## src/rtl/core/lkvc_pkg.sv

```systemverilog
// Shared types and constants for the LRU key-value cache core.
// Used by lru_key_value_cache_core; depends on nothing else.
`timescale 1ns / 1ps
`default_nettype none

package lkvc_pkg;

   // Width of keys and values.
   localparam int DATA_W = 32;

   // Width and reset value of the entries-in-use register.
   localparam int CSR_W = 5;
   localparam logic [CSR_W-1:0] CSR_RESET = 5'd16;

   // Value reported by a get that misses.
   localparam logic signed [DATA_W-1:0] MISS_VALUE = -32'sd1;

   // Request operation codes.
   typedef enum logic {
      OP_GET = 1'b0,
      OP_SET = 1'b1
   } op_type;

   // One request.
   typedef struct packed {
      op_type                   operation;
      logic signed [DATA_W-1:0] key;
      logic signed [DATA_W-1:0] value;
   } req_type;

   // One response.
   typedef struct packed {
      logic                     found;
      logic signed [DATA_W-1:0] read_value;
      logic                     evicted;
      logic signed [DATA_W-1:0] evicted_key;
   } rsp_type;

endpackage

`default_nettype wire

```

## src/rtl/core/lkvc_ram.sv

```systemverilog
// Generic simple dual-port RAM with one write port and a registered read port.
// Stand-alone; holds old data when a read and a write hit the same address.
`timescale 1ns / 1ps
`default_nettype none

module lkvc_ram #(
   parameter int WIDTH = 64,
   parameter int DEPTH = 16
) (
   input  wire logic                                     clock,
   input  wire logic                                     wr_en,
   input  wire logic [((DEPTH > 1) ? $clog2(DEPTH) : 1)-1:0] wr_addr,
   input  wire logic [WIDTH-1:0]                         wr_data,
   input  wire logic                                     rd_en,
   input  wire logic [((DEPTH > 1) ? $clog2(DEPTH) : 1)-1:0] rd_addr,
   output logic      [WIDTH-1:0]                         rd_data
);

   logic [WIDTH-1:0] mem_ff [DEPTH];

   // Write and registered read; the read returns the contents before the write.
   always_ff @(posedge clock) begin
      if (wr_en) begin
         mem_ff[wr_addr] <= wr_data;
      end
      if (rd_en) begin
         rd_data <= mem_ff[rd_addr];
      end
   end

endmodule

`default_nettype wire

```

## src/rtl/core/lru_key_value_cache_core.sv

```systemverilog
// Top level of the fully associative LRU key-value cache.
// Depends on lkvc_pkg for types and constants and on lkvc_ram for the data store.
//
// Usage:
//  - Requests arrive on req_valid/req_ready/req_data. A get looks a key up; a set
//    updates a present key or inserts a new one, evicting the least recently
//    used entry when the cache is at capacity.
//  - Each request gives exactly one response on rsp_valid/rsp_ready/rsp_data.
//  - csr_valid/csr_ready/csr_data writes the entry capacity; csr_ready is always high.
//    Write it only while no request is in flight; the block does not enforce this.
//  - Path: a request waits in the input register until the response register is
//    free, then moves into the response register and onto the response port.
//  - Throughput: one request per cycle unless the receiver stalls. All keys are
//    compared in parallel against the request held in the input register, and the
//    age, valid and key flops plus the data RAM are updated in that same cycle.
//  - Reset: every entry becomes invalid, occupancy returns to zero and the
//    entries-in-use register returns to 16. No clearing pass is needed.
//  - When the receiver stalls, the response is held, the request in the input
//    register waits, and req_ready falls once that register is occupied.
`timescale 1ns / 1ps
`default_nettype none

module lru_key_value_cache_core #(
   parameter int MAX_ENTRIES = 16
) (
   input  wire logic                                clock,
   input  wire logic                                reset,
   // request channel
   input  wire logic                                req_valid,
   output logic                                     req_ready,
   input  wire lkvc_pkg::req_type                   req_data,
   // response channel
   output logic                                     rsp_valid,
   input  wire logic                                rsp_ready,
   output lkvc_pkg::rsp_type                        rsp_data,
   // configuration channel
   input  wire logic                                csr_valid,
   output logic                                     csr_ready,
   input  wire logic [lkvc_pkg::CSR_W-1:0]          csr_data
);

   localparam int IDX_W = (MAX_ENTRIES > 1) ? $clog2(MAX_ENTRIES) : 1;
   localparam int OCC_W = $clog2(MAX_ENTRIES + 1);
   localparam int DW    = lkvc_pkg::DATA_W;

   // Configuration register.
   logic [lkvc_pkg::CSR_W-1:0] entries_ff;

   // Input register.
   logic              in_valid_ff;
   lkvc_pkg::req_type req_ff;

   // Tag state: keys for the parallel compare, valid bits, ages, occupancy.
   logic [DW-1:0]    key_ff   [MAX_ENTRIES];
   logic [MAX_ENTRIES-1:0] valid_ff;
   logic [IDX_W-1:0] age_ff   [MAX_ENTRIES];
   logic [OCC_W-1:0] occ_ff;

   // Response register (the data half lives in the RAM read register).
   logic rsp_valid_ff;
   logic found_ff;
   logic get_ff;
   logic evicted_ff;
   logic [2*DW-1:0] ram_rd;

   // Lookup results.
   logic [MAX_ENTRIES-1:0] hit_vec;
   logic [MAX_ENTRIES-1:0] victim_vec;
   logic                   found;
   logic [IDX_W-1:0]       hit_idx;
   logic [IDX_W-1:0]       victim_idx;
   logic [IDX_W-1:0]       free_idx;
   logic [IDX_W-1:0]       sel_idx;
   logic [IDX_W-1:0]       hit_age;
   logic [IDX_W-1:0]       oldest_age;
   logic [OCC_W-1:0]       capacity;
   logic                   is_set;
   logic                   insert;
   logic                   evict;
   logic                   advance;

   // Configuration transfers are always taken.
   assign csr_ready = 1'b1;

   always_ff @(posedge clock) begin
      if (reset) begin
         entries_ff <= lkvc_pkg::CSR_RESET;
      end else if (csr_valid) begin
         entries_ff <= csr_data;
      end
   end

   // Effective capacity: zero acts as one, anything above the store size saturates.
   always_comb begin
      if (entries_ff == '0) begin
         capacity = OCC_W'(1);
      end else if (int'(entries_ff) > MAX_ENTRIES) begin
         capacity = OCC_W'(MAX_ENTRIES);
      end else begin
         capacity = OCC_W'(entries_ff);
      end
   end

   // Handshake: the request in the input register moves on when the response
   // register is empty or is being drained in this cycle.
   assign advance   = in_valid_ff && (!rsp_valid_ff || rsp_ready);
   assign req_ready = !in_valid_ff || advance;
   assign rsp_valid = rsp_valid_ff;

   always_ff @(posedge clock) begin
      if (reset) begin
         in_valid_ff <= 1'b0;
      end else if (req_ready) begin
         in_valid_ff <= req_valid;
      end
   end

   always_ff @(posedge clock) begin
      if (req_valid && req_ready) begin
         req_ff <= req_data;
      end
   end

   // Parallel key compare and victim search. Valid ages are unique and run from
   // zero to occupancy minus one, so the victim is the entry at the oldest age.
   assign oldest_age = IDX_W'(occ_ff - OCC_W'(1));

   always_comb begin
      for (int i = 0; i < MAX_ENTRIES; i++) begin
         hit_vec[i]    = valid_ff[i] && (key_ff[i] == req_ff.key);
         victim_vec[i] = valid_ff[i] && (age_ff[i] == oldest_age);
      end
   end

   // Index encoders: highest matching entry for hits and victims, lowest free slot.
   always_comb begin
      hit_idx    = '0;
      victim_idx = '0;
      free_idx   = '0;
      for (int i = 0; i < MAX_ENTRIES; i++) begin
         if (hit_vec[i]) begin
            hit_idx = IDX_W'(i);
         end
         if (victim_vec[i]) begin
            victim_idx = IDX_W'(i);
         end
      end
      for (int i = MAX_ENTRIES - 1; i >= 0; i--) begin
         if (!valid_ff[i]) begin
            free_idx = IDX_W'(i);
         end
      end
   end

   assign found   = |hit_vec;
   assign hit_age = age_ff[hit_idx];
   assign is_set  = (req_ff.operation == lkvc_pkg::OP_SET);
   assign insert  = is_set && !found;
   assign evict   = insert && (occ_ff >= capacity);

   // Slot that this request touches.
   always_comb begin
      if (found) begin
         sel_idx = hit_idx;
      end else if (evict) begin
         sel_idx = victim_idx;
      end else begin
         sel_idx = free_idx;
      end
   end

   // Recency update. A hit ages only the entries younger than it; an insert
   // ages every other valid entry. A get that misses leaves everything alone.
   always_ff @(posedge clock) begin
      if (reset) begin
         valid_ff <= '0;
         occ_ff   <= '0;
         for (int i = 0; i < MAX_ENTRIES; i++) begin
            age_ff[i] <= '0;
         end
      end else if (advance && (found || insert)) begin
         for (int i = 0; i < MAX_ENTRIES; i++) begin
            if (IDX_W'(i) == sel_idx) begin
               age_ff[i] <= '0;
            end else if (valid_ff[i] && (insert || (age_ff[i] < hit_age))) begin
               age_ff[i] <= age_ff[i] + IDX_W'(1);
            end
         end
         if (insert) begin
            valid_ff[sel_idx] <= 1'b1;
            if (!evict) begin
               occ_ff <= occ_ff + OCC_W'(1);
            end
         end
      end
   end

   // Key store for the compare; written only on insertion.
   always_ff @(posedge clock) begin
      if (advance && insert) begin
         key_ff[sel_idx] <= req_ff.key;
      end
   end

   // Key and value pairs. The read port serves the hit on a get and the victim
   // on an evicting set; its output register is part of the response register.
   lkvc_ram #(
      .WIDTH (2 * DW),
      .DEPTH (MAX_ENTRIES)
   ) u_data_ram (
      .clock   (clock),
      .wr_en   (advance && is_set),
      .wr_addr (sel_idx),
      .wr_data ({req_ff.key, req_ff.value}),
      .rd_en   (advance),
      .rd_addr (found ? hit_idx : victim_idx),
      .rd_data (ram_rd)
   );

   // Response register control.
   always_ff @(posedge clock) begin
      if (reset) begin
         rsp_valid_ff <= 1'b0;
      end else if (advance) begin
         rsp_valid_ff <= 1'b1;
      end else if (rsp_ready) begin
         rsp_valid_ff <= 1'b0;
      end
   end

   always_ff @(posedge clock) begin
      if (advance) begin
         found_ff   <= found;
         get_ff     <= !is_set;
         evicted_ff <= evict;
      end
   end

   // Response payload.
   always_comb begin
      rsp_data.found   = found_ff;
      rsp_data.evicted = evicted_ff;
      if (!get_ff) begin
         rsp_data.read_value = '0;
      end else if (found_ff) begin
         rsp_data.read_value = ram_rd[DW-1:0];
      end else begin
         rsp_data.read_value = lkvc_pkg::MISS_VALUE;
      end
      rsp_data.evicted_key = evicted_ff ? ram_rd[2*DW-1:DW] : '0;
   end

   // Occupancy always matches the number of valid entries.
   a_occ_count : assert property (@(posedge clock) disable iff (reset)
      $countones(valid_ff) == int'(occ_ff))
      else $error("Occupancy disagrees with the valid bits.");

   // A key is never held by two valid entries.
   a_unique_hit : assert property (@(posedge clock) disable iff (reset)
      in_valid_ff |-> $onehot0(hit_vec))
      else $error("Key matches more than one entry.");

   // An evicting set finds exactly one least recent entry.
   a_one_victim : assert property (@(posedge clock) disable iff (reset)
      (in_valid_ff && evict) |-> $onehot(victim_vec))
      else $error("Eviction without a unique least recent entry.");

   // An insert without eviction always finds a free slot.
   a_free_slot : assert property (@(posedge clock) disable iff (reset)
      (in_valid_ff && insert && !evict) |-> !valid_ff[free_idx])
      else $error("Insert found no free entry.");

endmodule

`default_nettype wire

```

## config.mk

```make
export PLATFORM = sky130hd
export DESIGN_NAME = lru_key_value_cache_core
export DESIGN_NICKNAME = d
export VERILOG_FILES = /design/src/rtl/core/lkvc_pkg.sv /design/src/rtl/core/lkvc_ram.sv /design/src/rtl/core/lru_key_value_cache_core.sv
export SDC_FILE = /design/constraint.sdc
export NUM_CORES = 2
export LEC_CHECK = 0
export BUFFER_PORTS_ARGS = -buffer_cell sky130_fd_sc_hd__buf_2
export CELL_PAD_IN_SITES_DETAIL_PLACEMENT = 0
export CELL_PAD_IN_SITES_GLOBAL_PLACEMENT = 2
export CORE_ASPECT_RATIO = 0.75
export CORE_MARGIN = 1
export CORE_UTILIZATION = 30
export CTS_BUF_LIST = sky130_fd_sc_hd__clkbuf_16
export DETAILED_ROUTE_END_ITERATION = 7
export GPL_ROUTABILITY_DRIVEN = 0
export GPL_TIMING_DRIVEN = 0
export PLACE_DENSITY_LB_ADDON = 0.1
export SETUP_SLACK_MARGIN = 0.02
export SYNTH_ARGS = -nofsm -noshare
export SYNTH_HDL_FRONTEND = slang
export SYNTH_HIERARCHICAL = 1
export SYNTH_SLANG_ARGS = --single-unit
```

## constraint.sdc

```tcl
create_clock -name clock -period 11.52 [get_ports clock]
set_input_delay 2.304 -clock clock [delete_from_list [all_inputs] [get_ports clock]]
set_output_delay 2.304 -clock clock [all_outputs]
set_load 0.02 [all_outputs]
```

# Yosys cells after proc, flatten, opt, wreduce, memory -nomap -nowiden
# Memories as Yosys holds them, arrays and structs flattened. A register that Yosys moved wholly into a read port is not among the register bits.
# Index checks and enable logic that the tools add are counted.
# op_classes
addsub,18
order_cmp,20
n_eq_ne,46
mux,240
bitwise_logic,34
reduce_logical,84
# op_table
operator,n
32-bit equality test,16
4-bit two-way mux,79
1-bit two-way mux,155
32-bit two-way mux,3
"4-bit by 1-bit adder with 4-bit output, second input constant",16
4-bit less-than comparator,16
4-bit equality test,15
1-bit logical AND,55
"4-bit equality test, first input constant",8
1-bit OR,32
1-bit logical OR,19
"3-bit by 4-bit equality test with 1-bit output, first input constant",4
16-bit OR,1
16-bit OR reduction,1
5-bit two-way mux,2
"2-bit by 4-bit equality test with 1-bit output, first input constant",2
"5-bit by 1-bit adder with 5-bit output, second input constant",1
5-bit >= comparator,1
"5-bit > comparator, second input constant",1
5-bit zero test,1
"4-bit by 5-bit less-than comparator with 1-bit output, second input constant",1
1-bit demux with 4-bit select,1
"1-bit by 4-bit equality test with 1-bit output, first input constant",1
"4-bit by 1-bit >= comparator with 1-bit output, second input constant",1
7 further kinds,10
# word_totals
regBits,96
ram_bits,1600
inputBits,75
wordCells,456
mem_count,3
# mem_list
name,depth,word_bits,read_ports,rd_ports_with_merged_regs,wr,line,rtl
u_data_ram.mem_ff,16,64,1,1,1,lkvc_ram.sv:19,logic [WIDTH-1:0] mem_ff [DEPTH];
key_ff,16,32,16,0,1,lru_key_value_cache_core.sv:54,logic [DW-1:0] key_ff [MAX_ENTRIES];
age_ff,16,4,17,0,16,lru_key_value_cache_core.sv:56,logic [IDX_W-1:0] age_ff [MAX_ENTRIES];

# Depth between registers and ports, before layout
# An unclocked memory read counts as a cell.
# depth
word_depth,28
mapped_depth,22
mapped_depth_nobuf,18

# By module
# Netlist, hierarchy kept.
# by_module_without_submodules
mod,n_inst,cells_each,area_each_um2,seq_area_each_um2
lkvc_ram,1,1647,40222.3,32671.3
lru_key_value_cache_core,1,2594,33719.8,19899.1

# Worst setup path after synthesis
# Ideal clock, no wire load.
# synth_path
path_kind,register to register
from,register occ_ff[0]
to,"memory u_data_ram.mem_ff[0][0], enable pin"
arrival_ns,8.463
required_ns,10.955
slack_ns,2.492
stages_incl_launch_ff,17
path_buffers,4
synth_period_minus_slack_ns,9.028
path_cell_list,dfxtp_1 -> clkbuf_1 -> buf_1 -> inv_1 -> ha_1 -> clkbuf_1 -> clkbuf_1 -> xnor2_1 -> nor2_1 -> and4_1 -> a2111oi_0 -> o21a_1 -> nor4b_1 -> a211oi_1 -> o21ai_1 -> or3b_2 -> nor3_1
# synth_via
elab_cells_between_ends,50
classes_between,add/sub: 1; order compare: 1; eq/ne: 15; mux: 17; reduce/logical: 16
# synth_rtl
element,line,rtl
start: declaration,lru_key_value_cache_core.sv:57,logic [OCC_W-1:0] occ_ff;
start signal: assignment,lru_key_value_cache_core.sv:192,occ_ff <= occ_ff + OCC_W'(1);
4-bit by 1-bit subtractor with 4-bit output (*),lru_key_value_cache_core.sv:126,assign oldest_age = IDX_W'(occ_ff - OCC_W'(1));
via oldest_age[0],lru_key_value_cache_core.sv:75,logic [IDX_W-1:0] oldest_age;
4-bit equality test,lru_key_value_cache_core.sv:131,victim_vec[i] = valid_ff[i] && (age_ff[i] == oldest_age);
1-bit logical AND,lru_key_value_cache_core.sv:131,
4-bit two-way mux (12 in a row),lru_key_value_cache_core.sv:144,if (victim_vec[i]) begin
4-bit two-way mux (*),lru_key_value_cache_core.sv:144,
4-bit two-way mux (*),lru_key_value_cache_core.sv:165,end else if (evict) begin
4-bit two-way mux (*),lru_key_value_cache_core.sv:163,if (found) begin
via sel_idx[2],lru_key_value_cache_core.sv:73,logic [IDX_W-1:0] sel_idx;
end: declaration,lkvc_ram.sv:19,
# Mark *: on every way through the listed nets, which the timed path passes. The rest lies on a longest branch.

==> qor.csv <==
stage,metric,value,unit
sta,timing.fmax,105,MHz
setup_path,cp.required,12.00,ns
sta,timing.final.crit_period,9.54,ns
detailed_routing,drt_iter0_drc,4308,
sta,min_period_over_period,82.8,%
final_layout,design.final.nets,4892,
pwr,clockPowerShare,42.9,%
sta,hold_slack,0.520,ns
final_layout,final_layout_size_suffix_gt1_share,20.2,%
synthesis,syn_inst,4241,
pwr,pwr-share-seq,52.2,%
synthesis,synthesis.area,73900,um^2
clock_network,cts_buffers,190,
die,die_y,432,um
clock_network,post_cts_buffers,0,
clock_network,clockBufferDepth,4,
die,start_util,30.2,%
clock_network,clk_pin_slew_worst_paths,0.06,ns
sta,slew_headroom,7.34,%
grt,use_met1,32.9,%
grt,antenna_found_initial,34,
pwr,power.total,13.8,mW
pwr,powerDensity,156,nW/um^2
status,status,completed,
synthesis,synth_top_area_share,70.3,%
die,coreArea,245000,um^2
clock_network,cts_tree,done,
synthesis,syn_nets,4387,
place,postPlaceCellArea,82500,um^2
synthesis,synth_warnings,6,
clock_network,cts_root_buffer,clkbuf_16,
detailed_routing,wire_per_inst,31.8,um
grt,busiest_layer,met1,
synthesis,syn-mean-instance-area,17.4,um^2
die,core.rowCount,157,
grt,gr-total-overflow,0,
grt,grt_max_degree,48,
synthesis,synth_most_common_cell,edfxtp_1,
synthesis,ys_async_sr_fraction,0,%
synthesis,synth_common_cells,"edfxtp_1 (1732), xor2_1 (495), mux4_2 (256), nor4_1 (207), nand2_1 (167)",
pwr,power_switching,3.13,mW
detailed_routing,via_per_inst,5.10,
sta,slew_viol_final,0,
synthesis,synth_top_cell_by_area,edfxtp_1,
detailed_routing,num_vias,41600,
clock_network,clkSinkCount,1760,
worst_hold_path,min_path_type,reg2reg,
setup_path,cp_data_arrival_time,10.02,ns
grt,grt_use_met3,3.86,%
setup_path,cp-end-kind,flip-flop,
pwr,ir_worst_vdd,0.129,mV
pwr,p_comb_share,4.9,%
die,ios,144,
detailed_routing,drtPass1Iterations,5,
die,die_area,248000,um^2
clock_network,clkLatencyLatePin,0.87,ns
grt,grt_pass1_vias,41200,
synthesis,synth.area.top_cells,"edfxtp_1 (70%), mux4_2 (7.8%), xor2_1 (5.9%)",
pwr,sw_frac_of_total,22.7,%
sta,setup_viol,0,
setup_path,crit_path_max_fanout,20,
pwr,leakagePower,28.7,nW
final_layout,syn_to_final_growth,19.4,%
final_layout,seqCellArea,52600,um^2
synthesis,synthDistinctLibCells,84,
sta,tightest_slew,1.38,ns
die,die_x,575,um
clock_network,cts_resized,0,
synthesis,synthFlopType,edfxtp_1,
run,max_cap_viol_count,0,
detailed_routing,drc,0,
sta,rsz0062_at_grt,false,
detailed_routing,drtAntennaViolNets,0,
grt,grt_pass1_wl,353000,um
place,dp_hpwl,176000,um
clock_network,htreeDepth,4,
synthesis,synth_edf_count,1732,
sta,skew,0.0442,ns
clock_network,hold_buffers,0,
final_layout,multi_input_area,20400,um^2
grt,track_usage,20.7,%
detailed_routing,wirelength,259000,um
sta,hold_viol_final,0,
synthesis,synth_seq_area_share,71.1,%
place,io_buffers,141,
setup_path,start_kind,flip-flop,
synthesis,synth_seq_cells,1760,
final_layout,fin_area,88300,um^2
pwr,p_int,10.6,mW
setup_path,path_class,reg2reg,
grt,grt.met2_usage,29.0,%
final_layout,fill_cells,23000,
==> stage by stage <==
step	setup WS (ns)	instances	util (%)	TNS, ns
2_1_floorplan	2.49	4241	-	0
3_3_place_gp	-9.73	7641	32.2	-6572.85
3_5_place_dp	1.67	7813	33.7	0
4_1_cts	1.65	8149	36.1	0
5_1_grt	1.70	8150	36.1	0
6_report	1.98	8157	36.1	0
==> placed cells by master, fill, tap and decap left out, drive strengths merged, types with 14 or more instances in the layout <==
master and n:
clkbuf 289, nor4 207, and2 43, clkinv 70
a21oi 38, o211ai 14, nand2b 24, nand4 48
o21ai 38, buf 421, inv 117, nand3 83
nand4b 19, mux4 256, nor4b 14, or4 19
nand2 167, edfxtp 1732, a22oi 129, a21boi 39
nor2 105, mux2i 24, nor3 84, ha 71
nor3b 14, dfxtp 28, xnor3 14, xor2 495
o21a 25, and3 19, xnor2 97
==> layout make-up <==
| class | count | area share, % |
|---|---|---|
| Buffer | 203 | 1.13 |
| Clock buffer | 194 | 5.50 |
| Tap cell | 3259 | 4.62 |
| Clock inverter | 142 | 1.07 |
| Inverter | 61 | 0.265 |
| Antenna cell | 8 | 0.0227 |
| Sequential cell | 1760 | 59.5 |
| Timing Repair Buffer | 313 | 4.75 |
| Multi-Input combinational cell | 2217 | 23.1 |
==> sequential cells by signal (all words and copies together), names as in the netlist, 5 cells and up <==
signal	cells
entries_ff	5
req_ff	64
key_ff	512
u_data_ram/rd_data	64
u_data_ram/mem_ff	1024
valid_ff	16
occ_ff	5
age_ff	64
==> logic make-up (layout without fill, tap and decap cells) <==
kind of cell / Yosys count / after routing / share of synthesized area, %
compound gates: 357 / 357 / 3.70
other cells: 1 / 9 / 0.00507
xor+xnor: 606 / 606 / 7.44
buf+inv: 264 / 913 / 1.65
simple gates: 892 / 892 / 6.63
mux: 290 / 290 / 8.27
flops: 1760 / 1760 / 71.1
fa+ha+maj: 71 / 71 / 1.20
==> power groups by stage <==
| stage | registers, mW | logic (mW) | clock network [mW] |
|---|---|---|---|
| after floorplan | 7.29 | 0.301 | 0 |
| after global placement | 7.42 | 0.501 | 0 |
| after detailed placement | 7.32 | 0.676 | 0 |
| after CTS | 7.18 | 0.679 | 6.07 |
| after global routing | 7.19 | 0.717 | 6.29 |
| final | 7.18 | 0.673 | 5.91 |
==> final timing paths <==
check	cells after the start	slack (ns)	start	endpoint
max	22	1.98	req_ff[46]	age_ff[4][2]
min	2	0.52	in_valid_ff	rsp_valid
max reg2reg	22	1.98	req_ff[46]	age_ff[4][2]
min reg2reg	2	0.52	in_valid_ff	rsp_valid
==> critical path, stage by stage, from the launching register on <==
cell	delay, ns
edfxtp_1	0.87
buf_16	0.24
buf_2	0.39
buf_2	0.68
xnor2_1	0.23
nand4_1	0.12
or3b_2	0.45
nor3_1	0.99
o21bai_1	0.36
a21boi_0	0.44
o21a_1	0.18
o21ai_1	0.20
a21boi_0	0.59
clkbuf_1	0.58
o21ai_0	0.36
o211ai_1	0.30
o21ai_2	0.27
buf_8	0.27
ha_1	0.20
or4_1	0.46
nor3_1	0.16
o311ai_1	0.26
a31oi_1	0.54
==> per-layer routing <==
metal  part of all wire, %  vias up
met2                    41     1356
li1                      -    17900
met5                0.0066        -
met3                   6.5      277
met1                    51    22100
met4                   1.8        4
Power figures use the tool's default switching activity.
